## src/rtl/grwc_pkg.sv

```systemverilog
`default_nettype none
package grwc_pkg;

  localparam int MAP_DIM_DEF   = 64;
  localparam int MAX_WIDTH_DEF = 4096;

  localparam int CELL_W     = 6;
  localparam int COL_W      = 12;
  localparam int POS_W      = 22;
  localparam int VEC_W      = 18;
  localparam int SWID_W     = 13;
  localparam int DIST_W     = 24;
  localparam int CFG_IDX_W  = 3;
  localparam int CFG_DATA_W = 22;

  localparam logic [CFG_IDX_W-1:0] REG_PLAYER_X     = 3'd0;
  localparam logic [CFG_IDX_W-1:0] REG_PLAYER_Y     = 3'd1;
  localparam logic [CFG_IDX_W-1:0] REG_DIR_X        = 3'd2;
  localparam logic [CFG_IDX_W-1:0] REG_DIR_Y        = 3'd3;
  localparam logic [CFG_IDX_W-1:0] REG_PLANE_X      = 3'd4;
  localparam logic [CFG_IDX_W-1:0] REG_PLANE_Y      = 3'd5;
  localparam logic [CFG_IDX_W-1:0] REG_SCREEN_WIDTH = 3'd6;

  localparam logic OP_WRITE = 1'b0;
  localparam logic OP_CAST  = 1'b1;

  localparam logic [DIST_W-1:0] DIST_MAX = 24'hFF_FFFF;
  localparam int ONE_Q16 = 65536;

  // Shared divider: numerator and denominator widths.
  localparam int DIV_NW = 44;
  localparam int DIV_DW = 32;

  typedef struct packed {
    logic              operation;
    logic [CELL_W-1:0] cell_x;
    logic [CELL_W-1:0] cell_y;
    logic              is_wall;
    logic [COL_W-1:0]  column;
  } cmd_t;

  typedef struct packed {
    logic [COL_W-1:0]  column_out;
    logic [CELL_W-1:0] hit_x;
    logic [CELL_W-1:0] hit_y;
    logic              hit_side;
    logic [DIST_W-1:0] wall_distance;
    logic              escaped;
  } res_t;

  typedef struct packed {
    logic              start;
    logic [DIV_NW-1:0] num;
    logic [DIV_DW-1:0] den;
  } div_req_t;

  typedef struct packed {
    logic              busy;
    logic              done;
    logic [DIV_NW-1:0] quot;
  } div_rsp_t;

endpackage
`default_nettype wire

```

## src/rtl/grwc_divider.sv

```systemverilog
`default_nettype none
module grwc_divider import grwc_pkg::*; (
  input  logic     clk,
  input  logic     rst,
  input  div_req_t req,
  output div_rsp_t rsp
);

  localparam int CNT_W = $clog2(DIV_NW + 1);

  logic              busy;
  logic              done;
  logic [CNT_W-1:0]  cnt;
  logic [DIV_NW-1:0] quo;
  logic [DIV_DW-1:0] rem;
  logic [DIV_DW-1:0] den;
  logic [DIV_DW:0]   rem_sh;
  logic [DIV_DW:0]   diff;

  // Restoring division, one quotient bit per cycle; the numerator shifts out
  // of quo while the quotient shifts in.
  assign rem_sh = {rem, quo[DIV_NW-1]};
  assign diff   = rem_sh - {1'b0, den};

  always_ff @(posedge clk) begin
    if (rst) begin
      busy <= 1'b0;
      done <= 1'b0;
      cnt  <= '0;
    end else begin
      done <= 1'b0;
      if (req.start) begin
        busy <= 1'b1;
        cnt  <= CNT_W'(DIV_NW);
        quo  <= req.num;
        rem  <= '0;
        den  <= req.den;
      end else if (busy) begin
        if (!diff[DIV_DW]) begin
          rem <= diff[DIV_DW-1:0];
          quo <= {quo[DIV_NW-2:0], 1'b1};
        end else begin
          rem <= rem_sh[DIV_DW-1:0];
          quo <= {quo[DIV_NW-2:0], 1'b0};
        end
        cnt <= cnt - CNT_W'(1);
        if (cnt == CNT_W'(1)) begin
          busy <= 1'b0;
          done <= 1'b1;
        end
      end
    end
  end

  assign rsp.busy = busy;
  assign rsp.done = done;
  assign rsp.quot = quo;

endmodule
`default_nettype wire

```

## config.mk

```make
export PLATFORM = sky130hd
export DESIGN_NAME = grwc_divider
export DESIGN_NICKNAME = d
export VERILOG_FILES = /design/src/rtl/grwc_pkg.sv /design/src/rtl/grwc_divider.sv
export SDC_FILE = /design/constraint.sdc
export NUM_CORES = 1
export LEC_CHECK = 0
export BUFFER_PORTS_ARGS = -buffer_cell sky130_fd_sc_hd__buf_2
export CORE_MARGIN = 1.5
export CORE_UTILIZATION = 30
export CTS_BUF_LIST = sky130_fd_sc_hd__clkbuf_8
export CTS_CLUSTER_DIAMETER = 80
export DETAILED_ROUTE_END_ITERATION = 7
export PLACE_DENSITY = 0.52
export SYNTH_ARGS = -nofsm -noshare
export SYNTH_HDL_FRONTEND = slang
export SYNTH_SLANG_ARGS = --single-unit
export TNS_END_PERCENT = 50
```

## constraint.sdc

```tcl
create_clock -name clk -period 8.28 [get_ports clk]
set_clock_uncertainty 0.15 [all_clocks]
set_input_delay 1.656 -clock clk [delete_from_list [all_inputs] [get_ports clk]]
set_output_delay 1.656 -clock clk [all_outputs]
set_load 0.03 [all_outputs]
```

==> results of run 1 <==
## through the flow
step | total power, mW | worst slack [ns]
global placement | 1.19 | 3.93
global route | 1.88 | 3.50
floorplan | 1.08 | 2.15
CTS | 1.80 | 3.76
detailed placement | 1.20 | 3.80
finish | 1.78 | 3.83
## cell usage after synthesis, drive strengths merged, types with 3 or more instances
cell / instances / area share
o31ai: 5 / 0.0060
a211oi: 5 / 0.0060
inv: 42 / 0.025
mux2: 44 / 0.079
ha: 34 / 0.068
buf: 7 / 0.0060
and3: 5 / 0.0050
nand2b: 6 / 0.0060
edfxtp: 108 / 0.52
a21o: 10 / 0.012
a21oi: 34 / 0.029
clkbuf: 10 / 0.0060
nor2: 47 / 0.028
nor3: 5 / 0.0040
xor2: 15 / 0.022
nor2b: 3 / 0.0030
o21a: 3 / 0.0036
dfxtp: 8 / 0.025
xnor2: 21 / 0.029
nand3: 10 / 0.0079
o211ai: 3 / 0.0036
mux2i: 25 / 0.040
o21ai: 19 / 0.015
nand2: 22 / 0.013
## power groups by stage
stage | clock (mW) | sequential [mW] | combinational, mW
CTS | 0.613 | 0.733 | 0.455
global placement | 0 | 0.744 | 0.446
global route | 0.635 | 0.739 | 0.502
detailed placement | 0 | 0.744 | 0.453
floorplan | 0 | 0.768 | 0.317
finish | 0.593 | 0.732 | 0.452
## path summary, 6_finish.rpt
check	from	slack [ns]	end	cells after the start
max	quo[43]	3.83	rem[17]	13
min	cnt[1]	0.35	cnt[1]	2
max reg2reg	quo[43]	3.83	rem[17]	13
min reg2reg	cnt[1]	0.35	cnt[1]	2
## critical path, stage by stage (launching register included)
cell,delay (ns)
edfxtp_1,0.36
inv_1,0.05
ha_1,0.22
fa_1,0.41
nand2b_1,0.18
a21oi_1,0.21
o2111a_1,0.29
o21a_1,0.29
a221o_1,0.27
a21oi_4,0.09
xnor2_2,0.88
buf_4,0.44
mux2i_1,0.25
nor2_1,0.05
## cells by family after synthesis
logic type      count (synthesis)
xor+xnor                       36
flops                         116
compound gates                100
buf+inv                        59
fa+ha+maj                      35
mux                            69
simple gates                  107
## metal layers
layer,wire length [microns],vias to the layer above,share of wire,global-route usage
li1,-,2181,-,-
met3,1270,10,0.089,0.0608
met2,6310,152,0.44,0.212
met5,0,-,0,0
met4,167,0,0.012,0.0465
met1,6490,2083,0.46,0.169
## registers in the layout (all words and copies together) (netlist names)
| name | count |
|---|---|
| busy | 1 |
| quo | 44 |
| den | 32 |
| done | 1 |
| rem | 32 |
| cnt | 6 |
## layout make-up
cell class / count / share of cell area
Antenna cell: 1 / 0.000326
Clock buffer: 18 / 0.0323
Clock inverter: 14 / 0.0256
Inverter: 42 / 0.0205
Multi-Input combinational cell: 347 / 0.350
Sequential cell: 116 / 0.444
Tap cell: 270 / 0.0440
Timing Repair Buffer: 127 / 0.0838
==> flow_metrics.env, run 1 <==
export IMPL_row_count=52
export IMPL_p_switching_mw=0.519
export IMPL_seqPwrFrac=0.412
export IMPL_pwr_share_comb=0.254
export IMPL_leakagePower_nw=3.24
export IMPL_worstHoldPathType="flip-flop to flip-flop"
export IMPL_drtIter0Drc=240
export IMPL_grt_max_degree=82
export IMPL_die_h_microns=148
export IMPL_synth_compound_area_frac=0.106
export IMPL_cts_tree="built"
export IMPL_synth_xor_area_frac=0.0513
export IMPL_grt_ovfl_total=0
export IMPL_critPathKind="flip-flop to flip-flop"
export IMPL_finalCritPeriodShare=0.537
export IMPL_dp_cells=902
export IMPL_cts_buffers_inserted=17
export IMPL_ys_seq_area_frac=0.540
export IMPL_vias=4426
export IMPL_syn_avg_cell_area_sq_um=12.1
export IMPL_required_ns=8.28
export IMPL_grt_pass1_vias=4639
export IMPL_clk_path_buf_depth=2
export IMPL_netlist_area_sq_um=6300
export IMPL_irDropWorstVdd_v=0.000110
export IMPL_startpoint_type="flip-flop"
export IMPL_initial_core_util=0.308
export IMPL_worstMarginPinSlew_ns=1.14
export IMPL_synth_seq_cells=116
export IMPL_post_cts_setup_buffers=0
export IMPL_outcome="finished clean"
export IMPL_cts_root_buf="clkbuf_8"
export IMPL_final_design_area_no_fill_sq_um=7670
export IMPL_die_area_sq_um=21900
export IMPL_grt_use_total=0.136
export IMPL_nFillCells=2057
export IMPL_final_cell_mix="124 x buf_2, 108 x edfxtp_1, 46 x inv_1, 45 x nor2_1, 43 x mux2_2"
export IMPL_worst_path_max_fanout=17
export IMPL_tns_ns=0
export IMPL_synth_top_family_by_area="multiplexers"
export IMPL_io_buffer_count=124
export IMPL_min_period_ns=4.45
export IMPL_postLayoutCoreUtil=0.376
export IMPL_synthFlopType="edfxtp_1"
export IMPL_p_clk_frac=0.334
export IMPL_cts_sinks=116
export IMPL_ios=125
export IMPL_area_growth_pct=21.8
export IMPL_synthMuxAreaShare=0.118
export IMPL_remaining_drc_errors=0
export IMPL_yosys_area_share_adder=0.0707
export IMPL_hpwl_microns=9900
export IMPL_synth_edff_count=108
export IMPL_clock_latency_ns=0.44
export IMPL_yosys_warnings=0
export IMPL_regArea_sq_um=3400
export IMPL_max_slew_margin_rel=0.237
export IMPL_yosysUniqueCellTypes=54
export IMPL_power_density_nw_per_um2=232
export IMPL_drv_slew=0
export IMPL_placed_area_sq_um=7230
export IMPL_cts_hold_buf=0
export IMPL_htreeDepth=4
export IMPL_async_flop_share=0
export IMPL_clk_pin_slew_ns=0.07
export IMPL_max_freq_mhz=225
export IMPL_core_sq_um=20400
export IMPL_drt_pass1_iter_count=4
export IMPL_grt_pass1_wl_microns=23400
export IMPL_drtAntennaViolNets=0
export IMPL_setup_viol=0
export IMPL_final_nets=765
export IMPL_cts_resized=0
export IMPL_wl_per_cell_microns=15.2
export IMPL_maxCapViolations=0
export IMPL_viasPerCell=4.73
export IMPL_multiInputGateArea_sq_um=2680
export IMPL_switching_share=0.292
export IMPL_wl_microns=14200
export IMPL_power_internal_mw=1.26
export IMPL_synth_cells=522
export IMPL_worstPathArrival_ns=4.45
export IMPL_cp_end_kind="flip-flop"
export IMPL_rsz0062_at_grt="false"
export IMPL_hold_violations=0
export IMPL_gp_congestion=0.820
export IMPL_synth_nets=636
export IMPL_holdWs_ns=0.351
export IMPL_final_common_cell="buf_2"
export IMPL_die_w_microns=148
export IMPL_stdcell_count=935
export IMPL_drive_above_1_share=0.315
export IMPL_synthSimpleGateAreaFrac=0.0767
export IMPL_grt_antenna_before_repair=1
Note: power is estimated with default switching activity, not from simulation.
==> inputs of run 2 (changes only) <==
PLACE_DENSITY = 0.53   (was 0.52)
clock period = 3.8 ns   (was 8.28 ns; I/O delays follow)
==> flow_metrics.env, run 2 (same netlist as run 1, synthesis figures left out) <==
export IMPL_dp_slack_ns=0.237
export IMPL_worst_path_max_fanout=8
export IMPL_initial_core_util=0.308
export IMPL_power_internal_mw=2.62
export IMPL_cts_buffers_inserted=17
export IMPL_pwr_share_comb=0.260
export IMPL_clock_latency_ns=0.44
export IMPL_rsz0062_at_grt="true"
export IMPL_wl_met3_microns=1260
export IMPL_max_freq_mhz=275
export IMPL_finalCritPeriodShare=0.955
export IMPL_wl_met2_microns=6590
export IMPL_highest_layer="met4"
export IMPL_clk_path_buf_depth=2
export IMPL_maxCapViolations=0
export IMPL_wl_per_cell_microns=15.3
export IMPL_hold_violations=0
export IMPL_grt_ovfl_total=0
export IMPL_vias=4476
export IMPL_cts_tree="built"
export IMPL_p_switching_mw=1.18
export IMPL_setup_viol=0
export IMPL_grt_antenna_before_repair=1
export IMPL_die_area_sq_um=21900
export IMPL_critPathKind="flip-flop to flip-flop"
export IMPL_p_clk_frac=0.320
export IMPL_drt_met1_wl_microns=6400
export IMPL_post_cts_setup_buffers=0
export IMPL_hpwl_microns=10100
export IMPL_crit_path_max_incr_delay_ns=0.45
export IMPL_grt_pass1_wl_microns=23900
export IMPL_clk_pin_slew_ns=0.08
export IMPL_irDropWorstVdd_v=0.000277
export IMPL_worstPathArrival_ns=3.77
export IMPL_cts_sinks=116
export IMPL_min_to="den[6]"
export IMPL_final_nets=768
export IMPL_final_common_cell="buf_2"
export IMPL_cts_root_buf="clkbuf_8"
export IMPL_startpoint="quo[43]"
export IMPL_r2r_start="quo[43]"
export IMPL_drtIter0Drc=152
export IMPL_grt_max_degree=78
export IMPL_outcome="finished clean"
export IMPL_crit_slowest_cell="xor2_2"
export IMPL_min_path_cells=1
export IMPL_final_design_area_no_fill_sq_um=7670
export IMPL_row_count=52
export IMPL_regMostFlops="quo"
export IMPL_max_slew_margin_rel=0.389
export IMPL_startpoint_type="flip-flop"
export IMPL_wl_microns=14400
export IMPL_ff2ff_path_depth=12
export IMPL_ios=125
export IMPL_grt_pass1_vias=4712
export IMPL_switching_share=0.311
export IMPL_required_ns=3.93
export IMPL_crit_family="compound AO/OA/AOI/OAI gates"
export IMPL_setup_ws_ns=0.170
export IMPL_die_w_microns=148
export IMPL_regToRegEndpoint="rem[1]"
export IMPL_dp_cells=905
export IMPL_worstMarginPinSlew_ns=0.917
export IMPL_drive_above_1_share=0.323
export IMPL_largest_register_ffs=44
export IMPL_crit_chain="inv_1, ha_1, fa_1, nand2b_1, a21oi_1, o2111a_1, o21a_1, a221o_1, a21oi_4, xor2_2, mux2_1, nor2_1"
export IMPL_area_growth_pct=21.8
export IMPL_io_buffer_count=124
export IMPL_htreeDepth=4
export IMPL_final_cell_mix="124 x buf_2, 108 x edfxtp_1, 45 x nor2_1, 43 x mux2_2, 42 x inv_1"
export IMPL_rrSetupSlack_ns=0.17
export IMPL_cts_hold_buf=0
export IMPL_drt_pass1_iter_count=4
export IMPL_core_sq_um=20400
export IMPL_remaining_drc_errors=0
export IMPL_top_regs="quo: 44 flops, den: 32 flops, rem: 32 flops"
export IMPL_drv_slew=0
export IMPL_min_period_ns=3.63
export IMPL_seqPwrFrac=0.420
export IMPL_cts_resized=0
export IMPL_gp_congestion=0.832
export IMPL_grt_use_total=0.139
export IMPL_cp_end_kind="flip-flop"
export IMPL_path_buf_inv=1
export IMPL_drtAntennaViolNets=0
export IMPL_leakagePower_nw=3.22
export IMPL_worstHoldPathType="primary input to flip-flop"
export IMPL_hold_start="req[6]"
export IMPL_finalPower_mw=3.80
export IMPL_die_h_microns=148
export IMPL_power_density_nw_per_um2=495
export IMPL_stdcell_count=937
export IMPL_viasPerCell=4.78
export IMPL_placed_area_sq_um=7260
export IMPL_postLayoutCoreUtil=0.375
==> run 2: cell types whose count changed in the layout (fill, tap and decap cells not counted), sizes merged <==
| cell | before | now |
|---|---|---|
| buf | 127 | 130 |
| clkbuf | 18 | 17 |
| clkinvlp | 1 | 2 |
| inv | 46 | 47 |
| bufinv | 5 | 3 |
==> run 2: cell type report <==
class / instances / area (sq um)
multi-input cells: 347 / 2680
clock inverters: 14 / 176
flip-flops and latches: 116 / 3400
clock buffers: 17 / 234
fillers: 2069 / 12800
inverters: 42 / 158
repair buffers: 130 / 678
diodes: 1 / 2.50
well taps: 270 / 338
==> run 2: stage by stage <==
step | hold slack, ns | TNS [ns]
after detailed placement | 0.365 | 0
final | 0.341 | 0
after global placement | 0.337 | 0
after floorplan | 0.319 | 0
after global routing | 0.297 | -0.159
after CTS | 0.305 | 0
==> run 2: worst max path at each step <==
stage                   end  slack [ns]  cells after the start
CTS                  rem[1]        0.19                     12
global placement     rem[1]        0.28                     12
detailed placement  rem[25]        0.24                     13
finish               rem[1]        0.17                     12
global route        rem[17]       -0.04                     13
floorplan            rem[3]        0.29                     13
==> run 2: layer usage <==
metal,global-route usage,vias up
li1,-,2183
met1,0.171,2135
met2,0.221,149
met3,0.0611,9
met4,0.0386,0
met5,0,-
==> run 2: power groups by stage <==
stage / clock [mW] / combinational [mW] / sequential (mW)
after floorplan: 0 / 0.691 / 1.67
after CTS: 1.26 / 0.993 / 1.60
after global routing: 1.31 / 1.10 / 1.61
after detailed placement: 0 / 0.992 / 1.62
final: 1.21 / 0.989 / 1.60
after global placement: 0 / 0.974 / 1.62
==> inputs of run 3 (changes only) <==
CORE_UTILIZATION = 50   (was 30)
PLACE_DENSITY = 0.79   (was 0.53)
REMOVE_ABC_BUFFERS = 1   (was not set)
==> flow_metrics.env, run 3 (same netlist as run 1, synthesis figures left out) <==
export IMPL_p_switching_mw=1.11
export IMPL_regArea_sq_um=3400
export IMPL_startpoint_type="flip-flop"
export IMPL_drt_pass1_iter_count=7
export IMPL_area_growth_pct=19.1
export IMPL_grt_antenna_before_repair=0
export IMPL_finalCritPeriodShare=0.921
export IMPL_crit_slowest_cell="xor2_2"
export IMPL_critPathKind="flip-flop to flip-flop"
export IMPL_worstPathArrival_ns=3.55
export IMPL_drtAntennaViolNets=0
export IMPL_r2r_start="quo[43]"
export IMPL_nFillCells=929
export IMPL_viasPerCell=5.42
export IMPL_p_clk_frac=0.287
export IMPL_max_freq_mhz=286
export IMPL_regToRegEndpoint="rem[31]"
export IMPL_path_buf_inv=1
export IMPL_initial_core_util=0.518
export IMPL_gp_congestion=0.868
export IMPL_clock_latency_ns=0.45
export IMPL_cp_end_kind="flip-flop"
export IMPL_cp_num_cells=12
export IMPL_post_cts_setup_buffers=0
export IMPL_seqPwrFrac=0.440
export IMPL_die_w_microns=115
export IMPL_remaining_drc_errors=0
export IMPL_final_common_cell="buf_2"
export IMPL_wl_microns=13200
export IMPL_drtIter0Drc=254
export IMPL_grt_use_total=0.214
export IMPL_cts_root_buf="clkbuf_8"
export IMPL_max_slew_margin_rel=0.474
export IMPL_rsz0062_at_grt="false"
export IMPL_cts_hold_buf=0
export IMPL_grt_pass1_wl_microns=21600
export IMPL_min_path_cells=1
export IMPL_stdcell_count=836
export IMPL_hold_violations=0
export IMPL_pwr_share_comb=0.273
export IMPL_crit_chain="inv_1, ha_1, fa_1, nand2b_1, a21oi_1, o2111a_1, o21a_1, a221o_1, a21oi_4, xor2_2, a311oi_1, a32o_1"
export IMPL_top_regs="quo: 44 flops, den: 32 flops, rem: 32 flops"
export IMPL_required_ns=3.85
export IMPL_min_period_ns=3.50
export IMPL_cts_sinks=116
export IMPL_switching_share=0.305
export IMPL_power_internal_mw=2.52
export IMPL_row_count=40
export IMPL_grt_max_degree=48
export IMPL_power_density_nw_per_um2=485
export IMPL_grt_ovfl_total=0
export IMPL_ff2ff_path_depth=12
export IMPL_clk_path_buf_depth=2
export IMPL_cts_resized=0
export IMPL_maxCapViolations=0
export IMPL_setup_viol=0
export IMPL_cts_tree="built"
export IMPL_crit_family="compound AO/OA/AOI/OAI gates"
export IMPL_rrSetupSlack_ns=0.30
export IMPL_drv_slew=0
export IMPL_drive_above_1_share=0.316
export IMPL_grt_pass1_vias=4550
export IMPL_final_nets=770
export IMPL_postLayoutCoreUtil=0.617
export IMPL_wl_per_cell_microns=15.8
export IMPL_largest_register_ffs=44
export IMPL_min_to="den[1]"
export IMPL_regMostFlops="quo"
export IMPL_tns_ns=0
export IMPL_worstHoldPathType="primary input to flip-flop"
export IMPL_cts_buffers_inserted=17
export IMPL_die_area_sq_um=13300
export IMPL_final_cell_mix="124 x buf_2, 108 x edfxtp_1, 45 x nor2_1, 43 x inv_1, 43 x mux2_2"
export IMPL_io_buffer_count=124
export IMPL_dp_cells=805
export IMPL_vias=4530
export IMPL_core_sq_um=12200
export IMPL_die_h_microns=115
export IMPL_worstMarginPinSlew_ns=0.788
export IMPL_ios=125
export IMPL_htreeDepth=4
export IMPL_worst_path_max_fanout=8
export IMPL_clk_pin_slew_ns=0.07
export IMPL_antenna_cells=0
export IMPL_crit_path_max_incr_delay_ns=0.42
export IMPL_hpwl_microns=9520
export IMPL_multiInputGateArea_sq_um=2680
export IMPL_hold_start="req[1]"
export IMPL_leakagePower_nw=3.21
export IMPL_outcome="finished clean"
export IMPL_irDropWorstVdd_v=0.000342
==> run 3: changes by cell type in the layout (fill, tap and decap cells not counted), sizes merged <==
cell and delta:
inv -4, buf +2, bufinv -1, clkinv +5
diode -1
==> run 3: cell type report <==
class	count	area share
clock inverters	14	0.0162
inverters	42	0.0210
repair buffers	132	0.0924
multi-input cells	347	0.357
well taps	168	0.0280
clock buffers	17	0.0312
flip-flops and latches	116	0.454
==> run 3: power by group through the flow <==
stage	logic, mW	clock network (mW)	registers [mW]
floorplan	0.682	0	1.68
global placement	0.943	0	1.62
detailed placement	0.984	0	1.62
CTS	0.989	1.07	1.60
global route	1.09	1.12	1.61
finish	0.990	1.04	1.60
==> run 3: how the worst max path moves through the flow <==
stage	start	to	slack, ns
after CTS	quo[43]	rem[20]	0.32
final	quo[43]	rem[31]	0.30
after global routing	quo[43]	rem[18]	0.09
after global placement	quo[43]	rem[1]	0.41
after detailed placement	quo[43]	rem[6]	0.35
after floorplan	quo[43]	rem[10]	-1.38
==> run 3: routing by layer <==
metal | track usage | wire [microns] | vias to the layer above
li1 | - | - | 2190
met1 | 0.253 | 5520 | 2154
met2 | 0.357 | 6340 | 167
met3 | 0.0801 | 1130 | 19
met4 | 0.0790 | 229 | 0
met5 | 0 | 0 | -
==> run 3: metrics by stage <==
step	power (mW)	instance area, sq um	setup WS [ns]	hold slack (ns)
floorplan	2.36	6220	-1.38	0.318
global placement	2.56	7140	0.406	0.335
detailed placement	2.61	7140	0.347	0.346
CTS	3.66	7500	0.318	0.315
global route	3.82	7500	0.0924	0.316
finish	3.63	7500	0.299	0.333
